**src/sv/mpd_pkg.sv**
```systemverilog
`timescale 1ns / 1ps
// ---------------------------------------------------------------------------
// Mouse packet decoder package
// Shared constants and types for the five-byte serial mouse decoder.
// ---------------------------------------------------------------------------
package mpd_pkg;

	localparam logic [7:0] SYNC_MASK  = 8'hF8;
	localparam logic [7:0] SYNC_VALUE = 8'h80;

	// Event kinds carried on tuser.
	localparam logic [1:0] EV_PRESS   = 2'd0;
	localparam logic [1:0] EV_RELEASE = 2'd1;
	localparam logic [1:0] EV_MOTION  = 2'd2;

	// Byte count positions within a packet.
	localparam logic [2:0] CNT_IDLE  = 3'd0;
	localparam logic [2:0] CNT_BYTE1 = 3'd1;
	localparam logic [2:0] CNT_BYTE2 = 3'd2;
	localparam logic [2:0] CNT_BYTE3 = 3'd3;
	localparam logic [2:0] CNT_BYTE4 = 3'd4;

	// A completed packet, ready for event generation.
	typedef struct packed {
		logic [2:0]        buttons;
		logic signed [8:0] dx;
		logic signed [9:0] dy;
	} pkt_t;

endpackage

```
**src/sv/mpd_assembler.sv**
```systemverilog
`timescale 1ns / 1ps
// ---------------------------------------------------------------------------
// Mouse packet assembler
// Hunts for the sync byte, gathers the four motion bytes and presents the
// completed packet, with its summed deltas, while the fifth byte is held.
// ---------------------------------------------------------------------------
module mpd_assembler
	import mpd_pkg::*;
(
	input  logic       clk,
	input  logic       arst_n,
	input  logic       byte_vld,
	input  logic [7:0] rx_byte,
	input  logic       take,
	output logic       done,
	output pkt_t       pkt
);

	logic [2:0] count_q;
	logic [2:0] buttons_q;
	logic [7:0] b1_q;
	logic [7:0] b2_q;
	logic [7:0] b3_q;
	logic signed [8:0] sum_y;

	assign done = byte_vld && (count_q == CNT_BYTE4);

	// Bytes one and three give x; bytes two and four give the negated y.
	assign sum_y = $signed({b2_q[7], b2_q}) + $signed({rx_byte[7], rx_byte});
	assign pkt.buttons = buttons_q;
	assign pkt.dx = $signed({b1_q[7], b1_q}) + $signed({b3_q[7], b3_q});
	assign pkt.dy = 10'sd0 - $signed({sum_y[8], sum_y});

	always_ff @(posedge clk or negedge arst_n) begin
		if (!arst_n) begin
			count_q <= CNT_IDLE;
		end else if (take) begin
			case (count_q)
				CNT_BYTE1: begin
					count_q <= CNT_BYTE2;
				end
				CNT_BYTE2: begin
					count_q <= CNT_BYTE3;
				end
				CNT_BYTE3: begin
					count_q <= CNT_BYTE4;
				end
				CNT_BYTE4: begin
					count_q <= CNT_IDLE;
				end
				default: begin
					if ((rx_byte & SYNC_MASK) == SYNC_VALUE) begin
						count_q <= CNT_BYTE1;
					end else begin
						count_q <= CNT_IDLE;
					end
				end
			endcase
		end
	end

	// Packet bytes carry no reset; they are only read once written.
	always_ff @(posedge clk) begin
		if (take) begin
			case (count_q)
				CNT_BYTE1: begin
					b1_q <= rx_byte;
				end
				CNT_BYTE2: begin
					b2_q <= rx_byte;
				end
				CNT_BYTE3: begin
					b3_q <= rx_byte;
				end
				CNT_BYTE4: begin
				end
				default: begin
					buttons_q <= rx_byte[2:0];
				end
			endcase
		end
	end

endmodule

```
**src/sv/mouse_packet_decoder.sv**
```systemverilog
`timescale 1ns / 1ps
// ---------------------------------------------------------------------------
// Mouse packet decoder
// Turns the five-byte serial mouse stream into button and motion events.
// ---------------------------------------------------------------------------
// Usage:
// Bytes from the serial receiver arrive one word at a time on the s_ group.
// Until a sync byte of the form 10000xxx is seen, every word is dropped.
// The sync byte and the four motion bytes that follow make up one packet.
// When the fifth byte has been taken, the block emits one press or release
// word for each button that changed since the previous packet (button 1
// first), then one motion word if either delta is nonzero. The final word
// of a packet carries tlast; a packet with no change and no motion gives
// nothing.
// Each input word passes through the input register; the event list is
// loaded on the edge that takes the fifth byte, and its first event is
// offered in the cycle after. Events leave one per cycle while the receiver
// is ready, so a packet produces at most four words. Bytes are accepted
// every cycle, except that input stalls when a fifth byte meets an event
// list that still holds more than the word leaving this cycle.
// After reset the block waits for sync and all three buttons count as
// released. A stalled receiver holds the current event word steady.
// ---------------------------------------------------------------------------
module mouse_packet_decoder
	import mpd_pkg::*;
(
	input  logic        clk,
	input  logic        arst_n,
	input  logic        s_tvalid,
	output logic        s_tready,
	input  logic [7:0]  s_tdata,  // [7:0] rx_byte
	output logic        m_tvalid,
	input  logic        m_tready,
	output logic [23:0] m_tdata,  // [1:0] button_number, [10:2] delta_x,
	                              // [20:11] delta_y, [23:21] zero
	output logic [1:0]  m_tuser,  // [1:0] event_kind
	output logic        m_tlast   // last_event
);

	// Input register.
	logic       in_vld_s1;
	logic [7:0] in_byte_s1;

	// Event list: bit 0 to 2 are buttons 1 to 3, bit 3 is motion.
	logic [3:0]        pend_q;
	logic [2:0]        rel_q;
	logic signed [8:0] dx_q;
	logic signed [9:0] dy_q;
	logic [2:0]        prev_q;

	logic       done;
	pkt_t       pkt;
	logic       take;
	logic       room;
	logic       pop;
	logic       load;
	logic [3:0] pend_rest;
	logic [2:0] chg;
	logic       motion;
	logic [1:0] kind;
	logic [1:0] btn;

	mpd_assembler u_asm (
		.clk      (clk),
		.arst_n   (arst_n),
		.byte_vld (in_vld_s1),
		.rx_byte  (in_byte_s1),
		.take     (take),
		.done     (done),
		.pkt      (pkt)
	);

	assign pop       = m_tvalid && m_tready;
	assign pend_rest = pend_q & (pend_q - 4'd1);
	// The list can take a new packet if it is empty or empties this cycle.
	assign room      = (pend_q == 4'd0) || (pend_rest == 4'd0 && pop);
	assign take      = in_vld_s1 && (!done || room);
	assign load      = take && done;
	assign s_tready  = !in_vld_s1 || take;

	assign chg    = pkt.buttons ^ prev_q;
	assign motion = (pkt.dx != 9'sd0) || (pkt.dy != 10'sd0);

	always_ff @(posedge clk or negedge arst_n) begin
		if (!arst_n) begin
			in_vld_s1 <= 1'b0;
		end else if (s_tready) begin
			in_vld_s1 <= s_tvalid;
		end
	end

	always_ff @(posedge clk) begin
		if (s_tready) begin
			in_byte_s1 <= s_tdata;
		end
	end

	always_ff @(posedge clk or negedge arst_n) begin
		if (!arst_n) begin
			pend_q <= 4'd0;
			prev_q <= 3'b111;
		end else if (load) begin
			// Button 1 is sync bit 2, button 3 is sync bit 0.
			pend_q <= {motion, chg[0], chg[1], chg[2]};
			prev_q <= pkt.buttons;
		end else if (pop) begin
			pend_q <= pend_rest;
		end
	end

	always_ff @(posedge clk) begin
		if (load) begin
			rel_q <= pkt.buttons;
			dx_q  <= pkt.dx;
			dy_q  <= pkt.dy;
		end
	end

	// Present the lowest pending event.
	always_comb begin
		kind = EV_MOTION;
		btn  = 2'd0;
		if (pend_q[0]) begin
			kind = rel_q[2] ? EV_RELEASE : EV_PRESS;
			btn  = 2'd1;
		end else if (pend_q[1]) begin
			kind = rel_q[1] ? EV_RELEASE : EV_PRESS;
			btn  = 2'd2;
		end else if (pend_q[2]) begin
			kind = rel_q[0] ? EV_RELEASE : EV_PRESS;
			btn  = 2'd3;
		end
	end

	assign m_tvalid = (pend_q != 4'd0);
	assign m_tlast  = (pend_rest == 4'd0);
	assign m_tuser  = kind;
	assign m_tdata  = (kind == EV_MOTION) ? {3'b000, dy_q, dx_q, btn}
	                                      : {3'b000, 10'd0, 9'd0, btn};

endmodule
```
**config.mk**
```make
export PLATFORM = sky130hd
export DESIGN_NAME = mouse_packet_decoder
export DESIGN_NICKNAME = d
export VERILOG_FILES = /design/src/sv/mpd_pkg.sv /design/src/sv/mpd_assembler.sv /design/src/sv/mouse_packet_decoder.sv
export SDC_FILE = /design/constraint.sdc
export NUM_CORES = 1
export LEC_CHECK = 0
export BUFFER_PORTS_ARGS = -buffer_cell sky130_fd_sc_hd__buf_2
export CORE_MARGIN = 5
export CORE_UTILIZATION = 30
export DETAILED_ROUTE_END_ITERATION = 8
export GPL_TIMING_DRIVEN = 0
export PLACE_DENSITY = 0.45
export SLEW_MARGIN = 20
export SYNTH_ARGS = -nofsm -noshare
export SYNTH_HDL_FRONTEND = slang
export SYNTH_SLANG_ARGS = --single-unit
```
**constraint.sdc**
```tcl
create_clock -name clk -period 6.45 [get_ports clk]
set_input_delay 1.6125 -clock clk [delete_from_list [all_inputs] [get_ports clk]]
set_output_delay 1.6125 -clock clk [all_outputs]
set_load 0.005 [all_outputs]
```
==> results of run 1 <==
==> registers in the layout, indices dropped and copies added (netlist names) <==
register	count
in_vld_s1	1
in_byte_s1	8
u_asm.b3_q	8
pend_q	4
prev_q	3
dy_q	10
dx_q	9
u_asm.count_q	3
u_asm.b2_q	8
u_asm.buttons_q	3
rel_q	3
u_asm.b1_q	8
==> power groups by stage <==
stage / Clock (uW) / Sequential [uW] / Combinational (uW)
floorplan: 0 / 616 / 303
global placement: 0 / 625 / 426
detailed placement: 0 / 627 / 431
CTS: 560 / 619 / 435
global route: 578 / 628 / 487
finish: 543 / 618 / 421
==> critical path, stage by stage (launching register included) <==
cell and delay, ns:
sky130_fd_sc_hd__dfrtp_1 0.31, sky130_fd_sc_hd__clkbuf_1 0.26, sky130_fd_sc_hd__nor4bb_1 0.96, sky130_fd_sc_hd__o41ai_1 0.19
sky130_fd_sc_hd__a21oi_1 0.33, sky130_fd_sc_hd__inv_1 0.29, sky130_fd_sc_hd__buf_2 0.21
==> final cells by class <==
class                           count  share of cell area (%)
Sequential cell                    68                    48.0
Tap cell                          143                    4.32
Buffer                             11                    1.30
Inverter                           26                    2.36
Clock buffer                       12                    6.43
Timing Repair Buffer               38                    4.59
Multi-Input combinational cell    173                    31.3
Clock inverter                      4                    1.69
==> Yosys cell counts, drive strengths merged, types with 4 or more instances <==
cell	n	area, um^2
a21oi	8	40.0
nand3	4	20.0
edfxtp	57	1710
buf	4	27.5
a21o	5	37.5
clkbuf	7	26.3
dfrtp	8	200
and2	21	131
ha	24	300
nor2	18	67.6
inv	26	97.6
nand2	11	41.3
o21ai	12	60.1
xor2	9	78.8
a211oi	6	50.1
==> worst min path at each step <==
stage | cells past startpoint | slack (ns) | to
after floorplan | 0 | 0.46 | u_asm.b1_q[5]$_DFFE_PP_
after global placement | 0 | 0.48 | rel_q[0]$_DFFE_PP_
after detailed placement | 0 | 0.48 | rel_q[1]$_DFFE_PP_
after CTS | 0 | 0.50 | rel_q[1]$_DFFE_PP_
after global routing | 0 | 0.52 | rel_q[1]$_DFFE_PP_
final | 0 | 0.49 | rel_q[1]$_DFFE_PP_
==> cells by family after synthesis <==
family / after synthesis
AOI/OAI and AO/OA: 52
and+or+nand+nor: 76
buffers and inverters: 37
xor gates and xnor gates: 11
other: 1
DFF: 68
muxes: 3
adders and majority gates: 28
==> through the flow <==
step           power, uW  cells  utilization (%)  instance area (um^2)
2_1_floorplan        918    278                -                  3430
3_3_place_gp        1050    458             33.5                  3800
3_5_place_dp        1060    459             33.6                  3810
4_1_cts             1610    475             36.6                  4140
5_1_grt             1690    475             36.6                  4140
6_report            1580    475             36.6                  4140
==> routing by layer <==
metal  track usage, %  wire length, um
met1             13.6             3050
met2             15.2             2820
met3             3.39              359
met4             5.73              142
met5                0                0
==> impl.org, run 1 <==
** Run status
- The flow ran to the end, and the final reports show no timing, DRC or antenna violations.

** Clocking
- Maximum level of the CTS H-tree :: 3
- Once the clock tree was built, the resizer swapped 0 gates to a different size.
- Cell at the root of the clock tree :: sky130_fd_sc_hd__clkbuf_16
- Cts-stage hold buffer count :: 0
- Clock-pin slew was measured on the worst setup and hold paths at approximately 0.050 ns.
- Num CTS Buffers :: 9
- Clock latency reported for the late side of the worst-skew pair :: 0.33 ns
- Maximum clock insertion buffer count :: 2
- TritonCTS clock tree :: yes
- Post-CTS Repair Setup Buffers :: 0
- The clock net in this run drives a total of 68 sinks.

** Hold path
- Startpoint of the tightest hold check path :: u_asm.buttons_q[1]$_DFFE_PP_
- Worst min-delay path category :: flop to flop

** Floorplan
- In this run the count of I/O pins placed on the die edge is 41.
- Height of the die :: ~120 um
- The floorplan has 39 rows.
- Area inside the core boundary :: 11300 um^2
- The initial utilization of the core area, before any placement, comes to 30.2%.
- The die covers 13700 um^2.
- The die is 117 um wide.

** Final layout
- Leaving out fill and tap cells, the most frequent cell in the layout is sky130_fd_sc_hd__edfxtp_1.
- Area growth from synthesis to final layout :: 21.0%
- Seq. cell area :: 1990 um^2
- Fraction of final layout cells sized beyond drive strength 1 :: about a fifth
- Count of antenna diodes in the layout :: 0
- Area used by multi-input combinational logic :: 1300 um^2
- Top library cells by usage in the layout, fill and taps aside :: 57 x sky130_fd_sc_hd__edfxtp_1, 39 x sky130_fd_sc_hd__buf_2, 26 x sky130_fd_sc_hd__inv_1
- # nets final :: between 300 and 400
- The filler cells instantiated in the layout total 1118.

** Routing
- After detailed routing, the number of remaining DRC violations is 0.
- Once detail routing completed, the nets flagged for antenna violations numbered 0.
- Final WL :: 6.38 mm
- Avg Vias per Cell :: around 4.4
- Total number of vias :: approximately 2.1k
- Dividing the detail-routed wire length by the instance count gives 13.4 um.
- For this block, the initial DRC count from the detailed router was 95.
- DRT Pass-1 Iters :: 4

** Critical path
- In this run the worst setup path terminates at s_tready.
- Worst-case reg-to-reg path depth :: 9
- Worst setup path startpoint :: in_vld_s1$_DFFE_PN0P_
- Kind of launch point of the worst setup path :: flop
- Capturing element type of the critical path :: output port
- The setup check on the worst reg-to-reg path leaves a slack of about 3.6 ns.
- In this run the worst path has a maximum fanout of 10.
- In this run the critical register-to-register path is launched from in_byte_s1[1]$_DFFE_PP_.
- Data required, critical path :: 4.84 ns
- FF-to-FF End :: pend_q[3]$_DFFE_PN0P_
- The worst setup path is of the flop to output port kind.
- Arrival time worst endpoint :: 2.88 ns

** STA
- Fraction of the cycle the final worst path needs :: 69.7%
- For the final routed database, the setup TNS stands at 0 ns.
- Final worst slack :: roughly 2.0 ns
- The total count of hold-check failures in the final report is 0.
- At the pin with the least slew margin, the transition time is 1.07 ns.
- Based on the critical path, the design can be clocked at up to approximately 0.22 GHz.
- Worst Clk Skew :: 0.00527 ns
- Final Max Tran Viols :: 0
- Setup violations remaining at the end of the flow were counted as 0.
- Setup repair after global routing left no endpoint under its margin.
- Final period demand of the worst path :: between 4 and 5 ns
- Worst hold slack across all endpoints :: 0.489 ns
- Headroom to the max-slew limit :: 27.4%

** Yosys
- Mean instance size in the synthesized netlist :: about 12 um^2
- Counting distinct cell types in the post-synthesis netlist gives 54.
- Of the synthesized area, sequential elements account for 58.1%.
- Xor and xnor fraction of the mapped netlist area :: 2.81%
- Post-Synth Simple-Gate Area :: 12.3%
- Yosys mapped a number of flops with a built-in enable equal to 57.
- Leading register cell type out of synthesis :: sky130_fd_sc_hd__edfxtp_1
- Cells after Synth :: 276
- After Yosys synthesis, full adders, half adders and majority gates account for 10.5% of the synthesized area.
- Share of flip-flops with an asynchronous set or reset :: between 10% and 20%
- Post-synthesis cell area :: ~3400 um^2
- After synthesis the netlist holds a flip-flop and latch count of 68.
- For this run, the number of Yosys warnings is 0.
- In the synthesized netlist, mux cells make up less than 1% of the area.
- Synth Area in Compound Gates :: 10.7%
- By area, the combinational part of the netlist is dominated by simple AND/OR/NAND/NOR gates.

** Global route
- Number of antenna violations at the first check in global routing :: 0
- Entering global routing, the biggest net connects 30 pins.
- The number of global-route vias before repair came to 2023.
- Global routing consumed, over all layers together, 10.4% of the routing resources.
- Global-route wire length before repair :: roughly 10 mm
- Overall overflow remaining after global route :: 0

** Power and ir drop
- Power share of the combinational group :: 26.6%
- Net switching power :: 447 uW
- P_leak :: 0.00175 uW
- Per report_power, the clock group accounts for 34.3% of the total.
- Worst ir drop on vdd :: between 0.0001 and 0.00015 V
- Sequential cells burn 39.1% of the power.
- Total power divided by cell area :: between 300 and 400 nW/um^2
- The internal portion of the total power is around 1100 uW.
- Net switching is approximately 28% of the power.

** Place
- Summed over all nets, the half-perimeter wirelength after detailed placement is 4.88 mm.
- Worst slack after detailed placement :: 2.31 ns
- At the end of routability-driven placement, the weighted congestion stood at ~0.77.
- Port buffering added 37 buffers.

** Job
- Max-cap violations in this run came to 0.
No activity file was read; power rests on OpenSTA's default activity.
==> run 2, diff against run 1 <==
--- a/config.mk
+++ b/config.mk
@@ -10,7 +10,7 @@
 export CORE_UTILIZATION = 30
 export DETAILED_ROUTE_END_ITERATION = 8
 export GPL_TIMING_DRIVEN = 0
-export PLACE_DENSITY = 0.45
+export PLACE_DENSITY = 0.46
 export SLEW_MARGIN = 20
 export SYNTH_ARGS = -nofsm -noshare
 export SYNTH_HDL_FRONTEND = slang
==> constraint.sdc (replaced) <==
create_clock -name clk -period 4.1 [get_ports clk]
set_input_delay 1.025 -clock clk [delete_from_list [all_inputs] [get_ports clk]]
set_output_delay 1.025 -clock clk [all_outputs]
set_load 0.005 [all_outputs]
==> impl.org, run 2 (synthesis gave the netlist of run 1 again) <==
** Floorplan
- Initial Util :: 30.2%
- Die Area :: 13700 um^2
- During I/O placement, the number of pins put on the boundary was 41.
- Height of the die :: 117 um
- Horiz. Die Dim :: roughly 120 um
- The core region is between 10000 and 15000 um^2.
- # rows :: 39

** Critical path
- Worst-case reg-to-reg path depth :: 10
- Arrival time worst endpoint :: 2.76 ns
- On the worst path, the slowest cell contributes a delay of between 0.8 and 0.9 ns.
- Capturing element type of the critical path :: output port
- The endpoint identified for the worst register-to-register timing path is pend_q[3]$_DFFE_PN0P_.
- The worst setup path is launched from a flop.
- Critical path fanouts, max :: 10
- Traced cell by cell, the critical path runs through clkbuf_1 > nor4bb_1 > o41ai_1 > a21oi_1 > inv_1 > buf_2.
- Worst R2R Setup Slack :: 1.28 ns
- Among cell families on the critical path, the largest total delay comes from simple AND/OR/NAND/NOR gates.
- CP Buf/Inv Count :: 3
- In this run the critical register-to-register path is launched from in_byte_s1[1]$_DFFE_PP_.
- Critical setup path kind :: flop to output port
- Data required, critical path :: around 3 ns
- The slowest stage of the critical path is the sky130_fd_sc_hd__nor4bb_1 cell.

** Routing
- Dividing the detail-routed via count by the number of cells gives 4.52.
- Dividing the detail-routed wire length by the instance count gives 13.4 um.
- In this run the remaining antenna-violating nets after routing total 0.
- Final WL :: 6.38 mm
- For this block, the initial DRC count from the detailed router was between 50 and 60.
- DRT Pass-1 Iters :: 4
- Post-detailed-route DRC marker count :: 0
- Summing over every cut layer, the via total after detailed routing is 2145.

** Power and ir drop
- Across the VDD grid, the largest voltage drop is 0.000216 V.
- Total power divided by cell area :: between 500 and 600 nW/um^2
- Power comes to 2450 uW.
- In this run the static leakage power is 0.00172 uW.

** Clocking
- Clock latency reported for the late side of the worst-skew pair :: 0.33 ns
- Num CTS Buffers :: 9
- The number of setup buffers added after CTS is 0.
- Cell at the root of the clock tree :: sky130_fd_sc_hd__clkbuf_16
- Once the clock tree was built, the resizer swapped 0 gates to a different size.
- The clock drives 68 sinks.
- For this design, the CTS-stage hold fixing added 0 buffers.
- TritonCTS clock tree :: yes
- The H-tree generated during clock tree synthesis spans 3 levels.
- Maximum clock insertion buffer count :: 2
- CTS clock-pin slew for the worst setup and hold paths :: 0.05 ns

** Final layout
- At the end of the flow the core is filled with cells to 36.4%.
- Area growth from synthesis to final layout :: 20.4%
- The repair_antennas step left the layout with diodes totalling 0.
- Most frequent standard cell in the layout excluding fill and tap cells :: sky130_fd_sc_hd__edfxtp_1
- Max FFs per register :: 10
- Top library cells by usage in the layout, fill and taps aside :: 57 x sky130_fd_sc_hd__edfxtp_1, 39 x sky130_fd_sc_hd__buf_2, 26 x sky130_fd_sc_hd__inv_1
- Register with the most flip-flops :: dy_q
- Fraction of final layout cells sized beyond drive strength 1 :: a little over a fifth
- In the final design database the tool counted 365 nets.
- Registers with the highest flip-flop counts :: dy_q x10, dx_q x9

** STA
- Final worst slack :: 0.315 ns
- The total count of hold-check failures in the final report came to 0.
- Final Max Tran Viols :: 0
- The worst pin sits at a relative slew slack of 36.4%.
- Summed negative setup slack over all endpoints :: 0 ns
- Upper clock frequency limit :: 0.264 GHz
- Worst hold slack across all endpoints :: 0.494 ns
- Setup violations remaining at the end of the flow were counted as 0.
- Setup repair after global routing missed its margin :: false
- Fraction of the cycle the final worst path needs :: 92.3%
- The worst path needs 3.78 ns of the cycle, external delays included.
- For the pin with the worst max-slew slack, the measured transition is roughly 0.94 ns.
- Worst Clk Skew :: 0.00607 ns

** Global route
- Global routing finished with a remaining overflow of 0.
- The initial antenna violation count is 0.
- The number of global-route vias before repair came to 2091.
- Overall global routing resource usage :: a little over a tenth
- Entering global routing, the biggest net connects 30 pins.
- The first global-routing pass estimated ~10 mm of wire.

** Hold path
- The path with the worst hold slack has its endpoint at rel_q[1]$_DFFE_PP_.
- The startpoint identified for the worst hold timing path is u_asm.buttons_q[1]$_DFFE_PP_.
- The worst hold path belongs to the class flop to flop.
- The worst hold path was traced through 0 stages.

** Run status
- The flow ran to the end, and the final reports show no timing, DRC or antenna violations.

** Job
- Max-cap violations in this run came to 0.

** Place
- The HPWL after detailed placement is about 4.9 mm.
- Worst slack after detailed placement :: 0.629 ns
- Placer congestion estimate :: 0.760
- During placement, the flow inserted port buffers numbering 37.
==> run 2: changes by cell type in the layout (fill, tap and decap cells not counted) <==
cell | previous run | this run
sky130_fd_sc_hd__clkbuf_8 | 3 | 0
sky130_fd_sc_hd__clkinv_2 | 2 | 1
sky130_fd_sc_hd__clkinvlp_4 | 0 | 3
sky130_fd_sc_hd__clkinv_1 | 0 | 1
==> run 2: worst max-delay path by stage <==
stage,startpoint,endpoint,slack (ns),depth (start not counted)
floorplan,m_tready,prev_q[0]$_DFFE_PN1P_,1.46,6
global placement,in_vld_s1$_DFFE_PN0P_,s_tready,0.63,6
detailed placement,in_vld_s1$_DFFE_PN0P_,s_tready,0.63,6
CTS,in_vld_s1$_DFFE_PN0P_,s_tready,0.26,6
global route,in_vld_s1$_DFFE_PN0P_,s_tready,0.06,6
finish,in_vld_s1$_DFFE_PN0P_,s_tready,0.32,6
==> run 2: final cells by class <==
class	count	area (um^2)
tap	143	179
buffer	11	53.8
sequential	68	1990
multi-input combinational	173	1300
fill	1117	7200
inverter	26	97.6
clock inverter	7	91.3
timing repair buffer	38	190
clock buffer	9	225
==> run 2: per-stage QoR <==
stage | area, um^2 | cells
final | 4120 | 475
after global placement | 3800 | 458
after global routing | 4120 | 475
after CTS | 4120 | 475
after floorplan | 3430 | 278
after detailed placement | 3810 | 459
==> run 2: power by group <==
group / internal [uW] / leakage (uW) / total [uW] / switching, uW
Clock: 528 / 0.000145 / 812 / 284
Sequential: 912 / 0.000666 / 972 / 60.5
Combinational: 295 / 0.000912 / 670 / 375
Total: 1730 / 0.00172 / 2450 / 720
==> run 2: per-layer routing <==
layer / global-route usage, % / wire (um)
met1: 13.3 / 3030
met2: 15.8 / 2850
met3: 3.70 / 361
met4: 5.05 / 137
met5: 0 / 0
==> run 2: worst reg2reg max path, cell delays in order (launching register included) <==
cell and delay (ns):
sky130_fd_sc_hd__edfxtp_1 0.46, sky130_fd_sc_hd__ha_1 0.32, sky130_fd_sc_hd__inv_1 0.04, sky130_fd_sc_hd__ha_1 0.21, sky130_fd_sc_hd__fa_1 0.41, sky130_fd_sc_hd__a211oi_1 0.29
sky130_fd_sc_hd__o21bai_1 0.13, sky130_fd_sc_hd__a21oi_1 0.26, sky130_fd_sc_hd__xnor2_1 0.15, sky130_fd_sc_hd__nor4b_2 0.26, sky130_fd_sc_hd__a31oi_1 0.14
==> run 3, diff against run 2 <==
--- a/config.mk
+++ b/config.mk
@@ -5,13 +5,13 @@
 export SDC_FILE = /design/constraint.sdc
 export NUM_CORES = 1
 export LEC_CHECK = 0
+export ABC_AREA = 1
 export BUFFER_PORTS_ARGS = -buffer_cell sky130_fd_sc_hd__buf_2
 export CORE_MARGIN = 5
 export CORE_UTILIZATION = 30
 export DETAILED_ROUTE_END_ITERATION = 8
 export GPL_TIMING_DRIVEN = 0
 export PLACE_DENSITY = 0.46
-export SLEW_MARGIN = 20
 export SYNTH_ARGS = -nofsm -noshare
 export SYNTH_HDL_FRONTEND = slang
 export SYNTH_SLANG_ARGS = --single-unit
==> impl.org, run 3 <==
** Place
- Detail Placement HPWL :: 5.33 mm
- Port buffering added 37 buffers.
- Cell count after placement :: 558
- The congestion estimate from routability-driven global placement came to 0.833.

** Floorplan
- Die Area :: 14200 um^2
- Height of the die :: 119 um
- IO Count :: 41
- Area inside the core boundary :: 11600 um^2
- Initial Util :: slightly above 30%
- In this run the core area contains 39 standard-cell rows.
- Horiz. Die Dim :: 119 um

** Power and ir drop
- Net switching power :: 796 uW
- Power share of the combinational group :: 30.9%
- Internal power consumption :: 1570 uW
- Share of power burned in registers :: 39.9%
- Total power divided by cell area :: 562 nW/um^2
- Worst ir drop on vdd :: between 0.00015 and 0.0002 V
- Switching power share of the total :: 33.6%
- The share of total power dissipated in the clock network is just under 30%.
- P_leak :: 0.00203 uW

** Routing
- The first routing iteration left 91 violations.
- Avg Vias per Cell :: between 4 and 5
- After detailed routing, the average wire length per cell comes to 11.9 um.
- For this run, the detailed router's first-pass iteration total came to 4.
- Post-detailed-route DRC marker count :: 0
- The final layout contains routed wiring with a total length of about 7 mm.
- DRT antenna net count :: 0
- The final route contains between 2k and 2.5k vias.

** Clocking
- Buffers inserted to repair hold after CTS numbered 0.
- Post-cts sizing count :: 0
- Maximum level of the CTS H-tree :: 3
- In this run the post-CTS setup repair buffer count came out at 0.
- Clock latency reported for the late side of the worst-skew pair :: 0.33 ns
- TritonCTS clock tree :: yes
- Cell at the root of the clock tree :: sky130_fd_sc_hd__clkbuf_16
- For this design, the sink count on the clock tree is 68.
- Maximum clock insertion buffer count :: 2
- Counting the buffers created by CTS gives 9.
- CTS clock-pin slew for the worst setup and hold paths :: 0.05 ns

** STA
- The worst path uses 64.5% of the clock period.
- Setup repair after global routing left no endpoint under its margin.
- Setup violations remaining at the end of the flow were counted as 0.
- The total count of hold-check failures in the final report came to 0.
- For this run, the top clock speed supported by timing is around 0.38 GHz.
- Headroom to the max-slew limit came out at 65.8%.
- Final period demand of the worst path :: 2.65 ns
- After routing, the total negative slack on setup checks comes to 0 ns.
- At the pin with the least slew margin, the transition time is 0.512 ns.
- Worst Clk Skew :: 0.00467 ns
- The count of pins over their slew limit came to 0.

** Global route
- After global routing the overflow that remains totals 0.
- Largest net degree at the start of global routing :: 27
- The number of global-route vias before repair is between 2k and 2.5k.
- Overall global routing resource usage :: 10.3%
- Number of antenna violations at the first check in global routing :: 0
- Global-route wire length before repair :: 11.5 mm

** Yosys
- Dominant cell by count in the synthesized netlist :: sky130_fd_sc_hd__nand2_1
- Post-synthesis adder-cell area fraction :: 9.51%
- Cells after Synth :: 376
- Leading cell types by count after synthesis :: 80 x sky130_fd_sc_hd__nand2_1, 75 x sky130_fd_sc_hd__inv_1, 57 x sky130_fd_sc_hd__edfxtp_1
- Of the post-synthesis cell area, the dominant cell type holds between 40% and 50%.
- By area the synthesized netlist is led by sky130_fd_sc_hd__edfxtp_1 48%, sky130_fd_sc_hd__ha_1 8.4%, sky130_fd_sc_hd__nand2_1 8.4%.
- Summing the areas of all xor and xnor instances in the mapped netlist gives 0.734% of the synthesized area.
- The biggest area contributor in the post-synthesis netlist is sky130_fd_sc_hd__edfxtp_1.
- The netlist uses 34 different library cells.
- Share of flip-flops with an asynchronous set or reset :: 16.2%
- The cell area that synthesis handed to floorplanning was between 3000 and 4000 um^2.
- Count of state elements after synthesis :: 68
- The most used flip-flop cell after synthesis is sky130_fd_sc_hd__edfxtp_1.
- Synth Area in Compound Gates :: 4.16%
- Of the post-synthesis cell area, the part taken by muxes is 0%.
- Largest family of logic cells by synthesized area :: simple AND/OR/NAND/NOR gates
- Dividing the synthesized area by the synthesized cell count gives 9.52 um^2.
- Post-Synth Simple-Gate Area :: 20.7%
- Total of warnings raised by yosys :: 0
- Sequential-to-total area share from yosys stat :: 55.6%
- In this run, synthesis inferred 57 flip-flops with an integrated enable.

** Job
- Max-cap violations in this run came to 0.

** Final layout
- The library cells used most frequently in the layout, excluding fill and tap cells, are 80 x sky130_fd_sc_hd__nand2_1, 75 x sky130_fd_sc_hd__inv_1, 57 x sky130_fd_sc_hd__edfxtp_1.
- Most frequent standard cell in the layout excluding fill and tap cells :: sky130_fd_sc_hd__nand2_1
- Registers with the highest flip-flop counts :: dy_q x10, dx_q x9
- For this run, the number of standard cells in the final layout without fillers is 573.
- In the final layout, the share of cells above drive strength 1 is approximately 18%.
- The number of antenna diodes in the final layout is 0.
- The register with the most flip-flops in the layout has 10 of them.
- The net count of the finished layout is 464.
- Register with the most flip-flops :: dy_q
- The filler cells instantiated in the layout total 1211.
- Relative to the synthesized area, the layout overhead comes to 17.8%.

** Critical path
- Top delay family on crit path :: simple AND/OR/NAND/NOR gates
- Arrival time worst endpoint :: 1.62 ns
- Worst path max stage delay :: ~0.19 ns
- In this run the worst path has a maximum fanout of 12.
- The number of buffers and inverters on the critical path is 2.
- Critical setup path kind :: primary input to output port
- Cells along the critical path :: buf_2 > nand4_2 > nand2_4 > buf_2
- At the worst endpoint, the required time is 3.07 ns.
- The setup check on the worst reg-to-reg path leaves a slack of 1.62 ns.
- The worst setup path is captured at an output port.
- Cell with the most instances on the worst path :: sky130_fd_sc_hd__buf_2
- The slowest stage of the critical path is the sky130_fd_sc_hd__nand2_4 cell.
- Kind of launch point of the worst setup path :: primary input

** Hold path
- Worst min-delay path category :: flop to flop

** Run status
- Outcome :: finished, final reports clean
-- run 3: tightest hold or removal path, cell delays in order, from the launching register on --
cell and delay (ns):
sky130_fd_sc_hd__dfstp_2 0.37, sky130_fd_sc_hd__nand2_1 0.06, sky130_fd_sc_hd__nand2_1 0.05
-- run 3: final cells by class --
type	instances	area (um^2)	share of cell area [%]
Sequential cell	68	1990	47.2
Tap cell	143	179	4.24
Inverter	79	297	7.03
Multi-Input combinational cell	226	1270	30.0
Buffer	5	32.5	0.772
Clock inverter	6	41.3	0.979
Timing Repair Buffer	37	185	4.39
Clock buffer	9	225	5.34
-- run 3: path summary, 6_finish.rpt --
check                                        start                     to  cells past startpoint
max                                       m_tready               s_tready                      4
min                          prev_q[2]$_DFFE_PN1P_  prev_q[2]$_DFFE_PN1P_                      2
max reg2reg                in_byte_s1[1]$_DFFE_PP_  pend_q[3]$_DFFE_PN0P_                     14
min reg2reg                  prev_q[2]$_DFFE_PN1P_  prev_q[2]$_DFFE_PN1P_                      2
max in group asynchronous                   arst_n  prev_q[0]$_DFFE_PN1P_                      1
min in group asynchronous                   arst_n  pend_q[0]$_DFFE_PN0P_                      1
-- run 3: per-layer routing --
metal  share of wire (%)  vias to the layer above  routed length (um)  GRT usage [%]
li1                    -                     1301                   -              -
met1                  50                     1038                3450           13.4
met2                  43                       45                2960           15.5
met3                 4.5                        8                 311           3.36
met4                 1.9                        0                 128           5.21
met5                   0                        -                   0              0
-- run 3: cells by family (layout without fill, tap and decap cells) --
| logic type | Yosys count | in the layout |
|---|---|---|
| AOI/OAI and AO/OA | 27 | 27 |
| xor gates and xnor gates | 3 | 3 |
| adders and majority gates | 26 | 26 |
| buffers and inverters | 84 | 136 |
| DFF | 68 | 68 |
| other | 1 | 3 |
| and+or+nand+nor | 167 | 167 |
-- run 3: stage by stage --
stage | total power (uW) | setup slack [ns] | instance area (um^2) | utilization [%] | hold WS [ns]
after floorplan | 1440 | 1.80 | 3590 | - | 0.454
after global placement | 1700 | 1.44 | 3950 | 34.2 | 0.464
after CTS | 2400 | 1.44 | 4220 | 36.5 | 0.477
after detailed placement | 1700 | 1.44 | 3950 | 34.2 | 0.467
final | 2370 | 1.45 | 4220 | 36.5 | 0.477
after global routing | 2540 | 1.27 | 4220 | 36.5 | 0.507
-- run 3: power by group through the flow --
| stage | sequential, uW | combinational [uW] | clock, uW |
|---|---|---|---|
| 6_report | 946 | 732 | 691 |
| 5_1_grt | 960 | 839 | 737 |
| 4_1_cts | 947 | 748 | 710 |
| 3_5_place_dp | 960 | 744 | 0 |
| 3_3_place_gp | 958 | 741 | 0 |
| 2_1_floorplan | 943 | 501 | 0 |
